<file path="config.mk">
export PLATFORM = sky130hd
export DESIGN_NAME = handle_table_allocator
export DESIGN_NICKNAME = d
export VERILOG_FILES = /design/src/sv/hta_pkg.sv /design/src/sv/hta_slot_ram.sv /design/src/sv/handle_table_allocator.sv
export SDC_FILE = /design/constraint.sdc
export NUM_CORES = 2
export LEC_CHECK = 0
export ABC_AREA = 0
export BUFFER_PORTS_ARGS = -buffer_cell sky130_fd_sc_hd__buf_2
export CAP_MARGIN = 40
export CORE_AREA = 3 3 513 515
export CTS_CLUSTER_SIZE = 16
export DETAILED_ROUTE_END_ITERATION = 10
export DIE_AREA = 0 0 516 518
export PLACE_DENSITY = 0.79
export SYNTH_ARGS = -nofsm -noshare
export SYNTH_HDL_FRONTEND = slang
export SYNTH_MEMORY_MAX_BITS = 65536
export SYNTH_SLANG_ARGS = --single-unit
</file>
<file path="constraint.sdc">
create_clock -name aclk -period 6.89 [get_ports aclk]
set_input_delay 1.378 -clock aclk [delete_from_list [all_inputs] [get_ports aclk]]
set_output_delay 1.378 -clock aclk [all_outputs]
set_load 0.01 [all_outputs]
</file>
<file path="src/sv/hta_pkg.sv">
`default_nettype none
// ----------------------------------------------------------------------------
// hta_pkg
// Shared constants, beat layout and the sequencer program of the handle
// table allocator.
// ----------------------------------------------------------------------------
package hta_pkg;

    localparam int SLOTS_DEF       = 256;
    localparam int OBJECT_BITS_DEF = 16;

    // Beat layout, lowest bit first
    localparam int S_DATA_W = 32;
    localparam int M_DATA_W = 32;
    localparam int OPC_W    = 2;
    localparam int OBJ_W    = 16;
    localparam int HDL_W    = 8;
    localparam int REF_W    = 2;

    localparam logic [OPC_W-1:0] OP_REGISTER = 2'd0;
    localparam logic [OPC_W-1:0] OP_LOOKUP   = 2'd1;
    localparam logic [OPC_W-1:0] OP_RELEASE  = 2'd2;
    localparam logic [OPC_W-1:0] OP_NOP      = 2'd3;

    localparam logic [REF_W-1:0] REF_NONE = 2'd0;
    localparam logic [REF_W-1:0] REF_INC  = 2'd1;
    localparam logic [REF_W-1:0] REF_DEC  = 2'd2;

    // Program steps
    localparam int PC_W = 3;
    localparam logic [PC_W-1:0] PC_IDLE    = 3'd0;
    localparam logic [PC_W-1:0] PC_CHECK   = 3'd1;
    localparam logic [PC_W-1:0] PC_ADVANCE = 3'd2;
    localparam logic [PC_W-1:0] PC_SCAN    = 3'd3;
    localparam logic [PC_W-1:0] PC_REG_FIN = 3'd4;
    localparam logic [PC_W-1:0] PC_HDL_FIN = 3'd5;
    localparam logic [PC_W-1:0] PC_EMIT    = 3'd6;
    localparam logic [PC_W-1:0] PC_CLEAR   = 3'd7;

    typedef enum logic [2:0] {
        A_NONE    = 3'd0,
        A_ACCEPT  = 3'd1,
        A_ADVANCE = 3'd2,
        A_SCAN    = 3'd3,
        A_REG_FIN = 3'd4,
        A_HDL_FIN = 3'd5,
        A_EMIT    = 3'd6,
        A_CLEAR   = 3'd7
    } act_t;

    typedef enum logic [2:0] {
        C_ALWAYS    = 3'd0,
        C_ACCEPT    = 3'd1,
        C_SKIP      = 3'd2,
        C_HANDLE_OP = 3'd3,
        C_SCAN_DONE = 3'd4,
        C_OUT_FREE  = 3'd5,
        C_CLR_DONE  = 3'd6
    } cond_t;

    // When cond holds the step counter loads target; otherwise it steps on
    // if adv is set and stays put if not.
    typedef struct packed {
        act_t            act;
        cond_t           cond;
        logic [PC_W-1:0] target;
        logic            adv;
    } ucode_t;

    function automatic ucode_t ucode_rom(input logic [PC_W-1:0] pc);
        ucode_t w;
        unique case (pc)
            PC_IDLE:    w = '{A_ACCEPT,  C_ACCEPT,    PC_CHECK,   1'b0};
            PC_CHECK:   w = '{A_NONE,    C_SKIP,      PC_EMIT,    1'b1};
            PC_ADVANCE: w = '{A_ADVANCE, C_HANDLE_OP, PC_HDL_FIN, 1'b1};
            PC_SCAN:    w = '{A_SCAN,    C_SCAN_DONE, PC_REG_FIN, 1'b0};
            PC_REG_FIN: w = '{A_REG_FIN, C_ALWAYS,    PC_EMIT,    1'b0};
            PC_HDL_FIN: w = '{A_HDL_FIN, C_ALWAYS,    PC_EMIT,    1'b0};
            PC_EMIT:    w = '{A_EMIT,    C_OUT_FREE,  PC_IDLE,    1'b0};
            PC_CLEAR:   w = '{A_CLEAR,   C_CLR_DONE,  PC_IDLE,    1'b0};
        endcase
        return w;
    endfunction

endpackage
`default_nettype wire

</file>
<file path="src/sv/hta_slot_ram.sv">
`default_nettype none
// ----------------------------------------------------------------------------
// hta_slot_ram
// Slot store: one write port and one read port with registered read data.
// ----------------------------------------------------------------------------
module hta_slot_ram #(
    parameter int DEPTH = hta_pkg::SLOTS_DEF,
    parameter int AW    = $clog2(hta_pkg::SLOTS_DEF),
    parameter int DW    = hta_pkg::OBJECT_BITS_DEF
) (
    input  wire logic          aclk,
    input  wire logic          we,
    input  wire logic [AW-1:0] waddr,
    input  wire logic [DW-1:0] wdata,
    input  wire logic [AW-1:0] raddr,
    output logic      [DW-1:0] rdata
);

    logic [DW-1:0] mem [DEPTH];
    logic [DW-1:0] rdata_reg;

    always_ff @(posedge aclk) begin
        if (we) begin
            mem[waddr] <= wdata;
        end
        rdata_reg <= mem[raddr];
    end

    assign rdata = rdata_reg;

endmodule
`default_nettype wire

</file>
<file path="src/sv/handle_table_allocator.sv">
`default_nettype none
// ----------------------------------------------------------------------------
// handle_table_allocator
// Next-fit handle table: maps handles 1..SLOTS-1 to object ids, run by a
// small microcoded sequencer over a single slot RAM.
// ----------------------------------------------------------------------------
//  Channel  Dir  Width  Contents (lowest bit first)
//  s_       in   32     opcode[1:0], object_id[17:2], handle_in[25:18]
//  m_       out  32     handle_out[7:0], object_out[23:8], hit[24],
//                       ref_change[26:25]
//
// A register item reads every slot once through the RAM's single read port,
// looking for the same object and for the first free slot from the next-fit
// pointer at once. After reset a clearing pass zeroes the RAM; no beat is
// accepted meanwhile. A stalled result beat is held in the output register
// while the next input beat is accepted and worked on.
// ----------------------------------------------------------------------------
module handle_table_allocator #(
    parameter int SLOTS       = hta_pkg::SLOTS_DEF,
    parameter int OBJECT_BITS = hta_pkg::OBJECT_BITS_DEF
) (
    input  wire logic                          aclk,
    input  wire logic                          aresetn,
    input  wire logic                          s_tvalid,
    output logic                               s_tready,
    input  wire logic [hta_pkg::S_DATA_W-1:0]  s_tdata,  // opcode, object_id, handle_in
    output logic                               m_tvalid,
    input  wire logic                          m_tready,
    output logic      [hta_pkg::M_DATA_W-1:0]  m_tdata   // handle_out, object_out, hit, ref_change
);

    localparam int IDX_W = $clog2(SLOTS);
    localparam int HW    = (IDX_W > hta_pkg::HDL_W) ? IDX_W : hta_pkg::HDL_W;
    localparam int XW    = (OBJECT_BITS > hta_pkg::OBJ_W) ? OBJECT_BITS : hta_pkg::OBJ_W;
    localparam logic [IDX_W-1:0] LAST = IDX_W'(SLOTS - 1);
    localparam logic [IDX_W-1:0] FIRST = IDX_W'(1);

    // Input beat fields
    logic [hta_pkg::OPC_W-1:0] in_opcode;
    logic [hta_pkg::OBJ_W-1:0] in_object;
    logic [hta_pkg::HDL_W-1:0] in_handle;
    logic [HW-1:0]             in_handle_ext;
    logic [XW-1:0]             in_object_ext;
    logic                      in_range;

    assign in_opcode     = s_tdata[1:0];
    assign in_object     = s_tdata[17:2];
    assign in_handle     = s_tdata[25:18];
    assign in_handle_ext = HW'(in_handle);
    assign in_object_ext = XW'(in_object);
    assign in_range      = (in_handle != '0) && (32'(in_handle) < 32'(SLOTS));

    // Sequencer and datapath registers
    logic [hta_pkg::PC_W-1:0]  pc_reg, pc_next;
    logic [hta_pkg::OPC_W-1:0] op_reg, op_next;
    logic [OBJECT_BITS-1:0]    obj_reg, obj_next;
    logic                      range_reg, range_next;
    logic [IDX_W-1:0]          hidx_reg, hidx_next;
    logic [IDX_W-1:0]          addr_reg, addr_next;
    logic [IDX_W-1:0]          cmp_reg, cmp_next;
    logic                      dup_reg, dup_next;
    logic [IDX_W-1:0]          dup_idx_reg, dup_idx_next;
    logic                      lo_reg, lo_next;
    logic [IDX_W-1:0]          lo_idx_reg, lo_idx_next;
    logic                      hi_reg, hi_next;
    logic [IDX_W-1:0]          hi_idx_reg, hi_idx_next;
    logic [IDX_W-1:0]          next_slot_reg, next_slot_next;
    logic [hta_pkg::HDL_W-1:0] res_handle_reg, res_handle_next;
    logic [hta_pkg::OBJ_W-1:0] res_object_reg, res_object_next;
    logic                      res_hit_reg, res_hit_next;
    logic [hta_pkg::REF_W-1:0] res_ref_reg, res_ref_next;
    logic                      m_valid_reg, m_valid_next;
    logic [hta_pkg::M_DATA_W-1:0] m_data_reg, m_data_next;

    // RAM port signals
    logic                   ram_we;
    logic [IDX_W-1:0]       ram_waddr;
    logic [OBJECT_BITS-1:0] ram_wdata;
    logic [OBJECT_BITS-1:0] ram_q;

    hta_slot_ram #(
        .DEPTH (SLOTS),
        .AW    (IDX_W),
        .DW    (OBJECT_BITS)
    ) u_slot_ram (
        .aclk  (aclk),
        .we    (ram_we),
        .waddr (ram_waddr),
        .wdata (ram_wdata),
        .raddr (addr_reg),
        .rdata (ram_q)
    );

    hta_pkg::ucode_t uc;
    logic            accept;
    logic            out_free;
    logic            take;
    logic [IDX_W-1:0] addr_inc;
    logic [IDX_W-1:0] free_slot;
    logic [IDX_W-1:0] reg_slot;
    logic [HW-1:0]    reg_slot_ext;
    logic [XW-1:0]    q_ext;
    logic [XW-1:0]    obj_ext;

    assign uc           = hta_pkg::ucode_rom(pc_reg);
    assign s_tready     = (pc_reg == hta_pkg::PC_IDLE);
    assign accept       = s_tvalid && s_tready;
    assign out_free     = !m_valid_reg || m_tready;
    assign addr_inc     = (addr_reg == LAST) ? '0 : addr_reg + FIRST;
    assign free_slot    = hi_reg ? hi_idx_reg : lo_idx_reg;
    assign reg_slot     = dup_reg ? dup_idx_reg : free_slot;
    assign reg_slot_ext = HW'(reg_slot);
    assign q_ext        = XW'(ram_q);
    assign obj_ext      = XW'(obj_reg);

    // Jump condition of the current control word
    always_comb begin
        unique case (uc.cond)
            hta_pkg::C_ALWAYS:    take = 1'b1;
            hta_pkg::C_ACCEPT:    take = accept;
            hta_pkg::C_SKIP:      take = (op_reg == hta_pkg::OP_NOP) ||
                                         ((op_reg == hta_pkg::OP_REGISTER) && (obj_reg == '0));
            hta_pkg::C_HANDLE_OP: take = (op_reg == hta_pkg::OP_LOOKUP) ||
                                         (op_reg == hta_pkg::OP_RELEASE);
            hta_pkg::C_SCAN_DONE: take = (cmp_reg == LAST);
            hta_pkg::C_OUT_FREE:  take = out_free;
            hta_pkg::C_CLR_DONE:  take = (addr_reg == LAST);
            default:              take = 1'b0;
        endcase
        if (take) begin
            pc_next = uc.target;
        end else if (uc.adv) begin
            pc_next = pc_reg + hta_pkg::PC_W'(1);
        end else begin
            pc_next = pc_reg;
        end
    end

    // Datapath driven by the action field
    always_comb begin
        op_next         = op_reg;
        obj_next        = obj_reg;
        range_next      = range_reg;
        hidx_next       = hidx_reg;
        addr_next       = addr_reg;
        cmp_next        = cmp_reg;
        dup_next        = dup_reg;
        dup_idx_next    = dup_idx_reg;
        lo_next         = lo_reg;
        lo_idx_next     = lo_idx_reg;
        hi_next         = hi_reg;
        hi_idx_next     = hi_idx_reg;
        next_slot_next  = next_slot_reg;
        res_handle_next = res_handle_reg;
        res_object_next = res_object_reg;
        res_hit_next    = res_hit_reg;
        res_ref_next    = res_ref_reg;
        m_valid_next    = m_valid_reg && !m_tready;
        m_data_next     = m_data_reg;
        ram_we          = 1'b0;
        ram_waddr       = addr_reg;
        ram_wdata       = '0;

        unique case (uc.act)
            hta_pkg::A_NONE: begin
            end
            hta_pkg::A_ACCEPT: begin
                if (accept) begin
                    op_next         = in_opcode;
                    obj_next        = in_object_ext[OBJECT_BITS-1:0];
                    range_next      = in_range;
                    hidx_next       = in_range ? in_handle_ext[IDX_W-1:0] : '0;
                    // Lookup and release read their slot; register scans from 1.
                    addr_next       = (in_opcode == hta_pkg::OP_REGISTER) ? FIRST :
                                      (in_range ? in_handle_ext[IDX_W-1:0] : '0);
                    dup_next        = 1'b0;
                    lo_next         = 1'b0;
                    hi_next         = 1'b0;
                    res_handle_next = '0;
                    res_object_next = '0;
                    res_hit_next    = 1'b0;
                    res_ref_next    = hta_pkg::REF_NONE;
                end
            end
            hta_pkg::A_ADVANCE: begin
                cmp_next  = addr_reg;
                addr_next = addr_inc;
            end
            hta_pkg::A_SCAN: begin
                // The read data belongs to the slot one step behind the address.
                cmp_next  = addr_reg;
                addr_next = addr_inc;
                if (!dup_reg && (ram_q == obj_reg)) begin
                    dup_next     = 1'b1;
                    dup_idx_next = cmp_reg;
                end
                if (ram_q == '0) begin
                    if (!lo_reg) begin
                        lo_next     = 1'b1;
                        lo_idx_next = cmp_reg;
                    end
                    if (!hi_reg && (cmp_reg >= next_slot_reg)) begin
                        hi_next     = 1'b1;
                        hi_idx_next = cmp_reg;
                    end
                end
            end
            hta_pkg::A_REG_FIN: begin
                if (dup_reg || lo_reg) begin
                    res_handle_next = reg_slot_ext[hta_pkg::HDL_W-1:0];
                    res_object_next = obj_ext[hta_pkg::OBJ_W-1:0];
                    res_hit_next    = 1'b1;
                end
                if (!dup_reg && lo_reg) begin
                    ram_we         = 1'b1;
                    ram_waddr      = free_slot;
                    ram_wdata      = obj_reg;
                    res_ref_next   = hta_pkg::REF_INC;
                    next_slot_next = (free_slot == LAST) ? FIRST : free_slot + FIRST;
                end
            end
            hta_pkg::A_HDL_FIN: begin
                if (range_reg && (ram_q != '0)) begin
                    res_object_next = q_ext[hta_pkg::OBJ_W-1:0];
                    res_hit_next    = 1'b1;
                    if (op_reg == hta_pkg::OP_RELEASE) begin
                        ram_we       = 1'b1;
                        ram_waddr    = hidx_reg;
                        res_ref_next = hta_pkg::REF_DEC;
                    end
                end
            end
            hta_pkg::A_EMIT: begin
                if (out_free) begin
                    m_valid_next = 1'b1;
                    m_data_next  = {5'b0, res_ref_reg, res_hit_reg,
                                    res_object_reg, res_handle_reg};
                end
            end
            hta_pkg::A_CLEAR: begin
                ram_we    = 1'b1;
                addr_next = addr_inc;
            end
            default: begin
            end
        endcase
    end

    always_ff @(posedge aclk) begin
        if (!aresetn) begin
            pc_reg        <= hta_pkg::PC_CLEAR;
            addr_reg      <= '0;
            next_slot_reg <= FIRST;
            m_valid_reg   <= 1'b0;
        end else begin
            pc_reg        <= pc_next;
            addr_reg      <= addr_next;
            next_slot_reg <= next_slot_next;
            m_valid_reg   <= m_valid_next;
        end
    end

    always_ff @(posedge aclk) begin
        op_reg         <= op_next;
        obj_reg        <= obj_next;
        range_reg      <= range_next;
        hidx_reg       <= hidx_next;
        cmp_reg        <= cmp_next;
        dup_reg        <= dup_next;
        dup_idx_reg    <= dup_idx_next;
        lo_reg         <= lo_next;
        lo_idx_reg     <= lo_idx_next;
        hi_reg         <= hi_next;
        hi_idx_reg     <= hi_idx_next;
        res_handle_reg <= res_handle_next;
        res_object_reg <= res_object_next;
        res_hit_reg    <= res_hit_next;
        res_ref_reg    <= res_ref_next;
        m_data_reg     <= m_data_next;
    end

    assign m_tvalid = m_valid_reg;
    assign m_tdata  = m_data_reg;

endmodule
`default_nettype wire

</file>
**Word-level counts from Yosys, hierarchy flattened**

Memory sizes are Yosys's and may differ from the RTL's. A register that Yosys moved wholly into a read port is not among the register bits.
Cells that the tools add are included.

- Bits in writable memories: 4,096
- Output and inout port bits: 34
- Memories kept: 2
- Bits in read-only memories: 80
- Input port bits: 36
- Register bits after elaboration: 136

Memories:

| memory | words | bits a word | read ports | clocked after Yosys merged registers in | write ports | line | text |
|---|---|---|---|---|---|---|---|
| u_slot_ram.mem | 256 | 16 | 1 | 1 | 1 | hta_slot_ram.sv:19 | `logic [DW-1:0] mem [DEPTH];` |
| (name not given) | 8 | 10 | 1 | 1 | 0 | hta_pkg.sv:72 | `unique case (pc)` |

- Mux-type cells: 50
- Reduce and logical (&&, ||, !) cells: 43
- $lt $le $gt $ge: 1
- Equality and inequality tests: 28
- Bitwise operators: 1
- Add/sub/neg operators: 3

Operator list:

| cell | count |
|---|---|
| two-way mux 8 bit | 12 |
| two-way mux 16 bit | 5 |
| case mux 16 bit (3 select lines) | 1 |
| case mux 8 bit (2 select lines) | 3 |
| logical NOT 16 bit | 2 |
| equality test 8 bit, second input constant | 3 |
| equality test 3 bit, second input constant | 7 |
| adder 8 x 1 -> 8 bit, second input constant | 2 |
| equality test 16 bit | 1 |
| inequality test 2 bit, second input constant | 8 |
| nonzero test 16 bit | 1 |
| AND reduction 3 bit | 5 |
| two-way mux 1 bit | 14 |
| equality test 3 x 2 -> 1 bit, second input constant | 4 |
| two-way mux 3 bit | 4 |
| AND reduction 2 bit | 5 |
| greater-or-equal comparator 8 bit | 1 |
| two-way mux 2 bit | 4 |
| AND reduction 4 bit | 2 |
| nonzero test 2 bit | 4 |
| nonzero test 8 bit | 1 |
| logical AND 1 bit | 7 |
| case mux 1 bit (7 select lines) | 1 |
| equality test 3 x 1 -> 1 bit, second input constant | 2 |
| 15 further kinds | 27 |

**Longest topological paths before layout**

- Depth after elaboration: 7
- Mapped depth: 13
- Mapped depth without buffers: 12

**By module**

From an unflattened synthesis, not the netlist that was laid out.

- Cells, all modules: 7,921
- Area, all modules: 165,387.4 um2

By module, submodules not included:

| module | sequential area each (um2) | instances | area an instance (um2) | cells each |
|---|---|---|---|---|
| hta_slot_ram | 123,318.3 | 1 | 158,714.7 | 7,360 |
| handle_table_allocator | 4,083.9 | 1 | 6,672.6 | 561 |

**Worst setup path before layout**

Ideal clock, no wire load.

- Path type: reg-to-reg
- Start: register, netlist name uc[9]
- End: memory u_slot_ram.mem[0][12] (netlist name) (data pin)
- Setup slack: 1,418 ps
- Data required time: 6,017 ps
- Stages on the path, launching flop included: 8
- Path buffers: 3
- Data arrival time: 4,598 ps
- Library setup time: 873 ps
- Cells stage by stage: dfxtp_1 buf_2 inv_2 or3_1 buf_2 inv_2 clkbuf_1 and3_1

- Word-level cells in the longest chain between the ends: 2

Ends and longest elaborated chain:

| what | line | text |
|---|---|---|
| equality test 3 bit | handle_table_allocator.sv:164 | `unique case (uc.act)` |
| two-way mux 16 bit | handle_table_allocator.sv:164 |  |
| net ram_wdata[12] | handle_table_allocator.sv:78 | `logic [OBJECT_BITS-1:0] ram_wdata;` |
| to (decl) | hta_slot_ram.sv:19 |  |

The timed path passes the listed nets, and every way through them passes these cells.

**Worst setup path after layout**

- Start: register, netlist name uc[7]
- End: memory u_slot_ram.mem[49][7] (netlist name) (enable)

- Word-level cells in the longest chain between the ends: 4
- Elaborated cells on any way between the ends: 7
- Classes of those cells: eq/ne: 3; mux: 4

Ends and longest elaborated chain:

| what | line | text |
|---|---|---|
| equality test 3 bit | handle_table_allocator.sv:164 |  |
| case mux 1 bit (3 select lines) | handle_table_allocator.sv:164 |  |
| two-way mux 1 bit | hta_slot_ram.sv:23 | `if (we) begin` |
| two-way mux 1 bit (not written as such) | hta_slot_ram.sv:24 | `mem[waddr] <= wdata;` |

Parallel ways exist; a longest one is shown, timed or not.

==> metrics.md <==
| Metric | Value |
|---|---|
| Actual slew at the worst max-slew pin | `1.68 ns` |
| First-pass GRT wire length | `616,000 µm` |
| Worst min path class | `reg -> reg` |
| Hold Vio Cnt, Final | `0` |
| Post-synth top area share | `0.777` |
| Finished Layout Cells | `11,900` |
| Placed cell area | `170,000 µm²` |
| Via-to-Cell Ratio | `7.17` |
| Tmin final | `5.25 ns` |
| CTS tree | `done` |
| Failing checks | `slew limit` |
| Placer Congestion | `0.897` |
| Number of flops mapped to enable cells by yosys | `4,212` |
| Maximum clock frequency | `0.191 GHz` |
| Total CTS buffers | `412` |
| Crit-path max FO | `25` |
| DP HPWL | `233,000 µm` |
| WP data arrival | `5.89 ns` |
| Largest net degree at the start of global routing | `225` |
| Total core area | `259,000 µm²` |
| Die area | `267,000 µm²` |
| WL final | `431,000 µm` |
| Cells after synthesis | `7,681` |
| Number of detailed-route iterations in the first pass | `6` |
| Max reg flops | `4,096` |
| Design area | `183,000 µm²` |
| Unrepaired setup endpoints after global routing | `false` |
| Global route overflow | `0` |
| Startpoint Class | `flip-flop` |
| Initial Utilization | `0.628` |
| Clock Latency Late Sink | `0.97 ns` |
| Syn avg cell area | `21.2 µm²` |
| Worst-path clk slew | `0.06 ns` |
| H-tree Lvls | `5` |
| Distinct cells, synth | `69` |
| Leakage | `52.5 nW` |
| Critical Path End Type | `flip-flop` |
| Post-layout total power | `64.4 mW` |
| Area growth, synth to finish | `12.6%` |
| DRC | `0` |
| Rows | `187` |
| DRT antenna net count | `0` |
| Pre-CTS setup slack | `1.73 ns` |
| Tcrit/Tclk final | `0.762` |
| Die Wd | `516 µm` |
| Setup violators final | `0` |
| Setup total negative slack | `0 ns` |
| Slew Limit Fails | `85` |
| Via count | `85,500` |
| Cells after DPL | `11,100` |
| Status | `complete, but fails checks` |
| Worst setup margin | `1.64 ns` |
| Cell taking the most area after synthesis | `edfxtp_1` |
| Synth top cells by count | `edfxtp_1 (4,212), mux4_2 (801), mux2i_1 (588)` |
| Sequential-to-total area share from yosys stat | `0.783` |
| Power Density | `351 nW/µm²` |
| Initial antenna violation count | `20` |
| Gr usage total | `0.323` |
| Maximum Capacitance Violations | `0` |
| Synth area leaders | `edfxtp_1 (78%), mux4_2 (11%), mux2i_1 (3.6%), o22ai_1 (1.0%), nor2_1 (0.74%)` |
| Max-slew headroom | `-0.122` |
| Crit path required time | `7.53 ns` |
| Count of state elements after synthesis | `4,258` |
| Clk_skew | `0.0757 ns` |
| Kind of critical path | `reg -> reg` |
| Peak supply drop | `365 µV` |
| Fill cell count | `14,200` |
| Post-synth top flop | `edfxtp_1` |
| Most common cell in the netlist | `edfxtp_1` |
| Final #Nets | `8,223` |
| Longest Clk Path Bufs | `4` |
| PortBufs | `58` |
| Routed wire per std cell | `36.2 µm` |
| I/O pin cnt | `70` |
| Synth warnings | `0` |
| Setup bufs post-CTS | `0` |
| Ys async rst share | `0` |
| Clock root cell | `clkbuf_16` |
| Sink Count | `4,258` |
| Post-synthesis cell area | `163,000 µm²` |
| Cts hold-fix bufs | `0` |
| Vias in the first global route | `85,100` |
| Layout cells sized above 1 | `0.235` |
| Die height | `518 µm` |
| Top reg by flops | `u_slot_ram.mem` |
| Initial drt markers | `13,400` |
| Post-cts resize count | `0` |
[area by class of cell]
type,count,area [µm²],share of cell area
Sequential cell,4258,127000,0.696
Inverter,27,101,0.000553
Clock inverter,227,2350,0.0128
Clock buffer,501,10800,0.0591
Tap cell,3402,4260,0.0232
Antenna cell,34,85.1,0.000465
Multi-Input combinational cell,2933,33500,0.183
Timing Repair Buffer,536,4640,0.0253
[worst max-delay path, cell delays in order (launching register included)]
cell and delay (ns):
dfxtp_1 0.31, buf_4 0.33, or3_1 0.35, inv_2 0.23, nand2_1 0.56, nor2_1 0.14, a221oi_1 0.67, nand4_1 0.73
buf_4 0.51, nor2_1 0.68, buf_4 0.34
[per-stage QoR]
step	hold WS, ns	utilization
after floorplan	0.400	-
after global placement	0.408	0.652
after detailed placement	0.406	0.655
after CTS	0.412	0.706
after global routing	0.423	0.706
final	0.406	0.706
[cell usage in the layout (no fill, tap or decap), drive strengths merged, types with 18 or more instances in the layout]
| cell type | n |
|---|---|
| nor4 | 77 |
| nor2 | 319 |
| mux4 | 801 |
| clkbuf | 501 |
| a22oi | 135 |
| and3 | 22 |
| inv | 32 |
| clkinv | 159 |
| xor2 | 18 |
| o21ai | 36 |
| ha | 19 |
| edfxtp | 4212 |
| nand3 | 58 |
| nand4 | 47 |
| buf | 535 |
| nor3 | 90 |
| dfxtp | 46 |
| a221oi | 51 |
| bufinv | 48 |
| a22o | 95 |
| o22ai | 273 |
| nand2 | 41 |
| diode | 34 |
| mux2i | 588 |
| a21oi | 118 |
[report_power, final]
part,switching [mW],internal [mW],total (mW)
combinational,8.09,4.83,12.9
clock,9.39,12.9,22.3
sequential,0.414,28.7,29.1
[final timing paths]
| check | end | slack [ns] | depth (start not counted) | start |
|---|---|---|---|---|
| max reg2reg | u_slot_ram.mem[49][7] | 1.64 | 10 | uc[7] |
| min reg2reg | m_tdata[8] | 0.41 | 0 | res_object_reg[0] |
| min | m_tdata[8] | 0.41 | 0 | res_object_reg[0] |
| max | u_slot_ram.mem[49][7] | 1.64 | 10 | uc[7] |
[layer usage]
layer / global-route usage / up-vias / wire length (µm)
li1: - / 33300 / -
met2: 0.500 / 6753 / 207000
met5: 0 / - / 34
met3: 0.0794 / 1325 / 49000
met4: 0.193 / 6 / 30200
met1: 0.421 / 44100 / 144000
[logic make-up after synthesis]
group | share of synthesized area
and+or+nand+nor | 0.0214
muxes | 0.147
xor gates and xnor gates | 0.00135
DFF | 0.783
adders and majority gates | 0.00146
other | 0.0000230
buffers and inverters | 0.0129
AOI/OAI and AO/OA | 0.0328
Power figures use the tool's default switching activity.
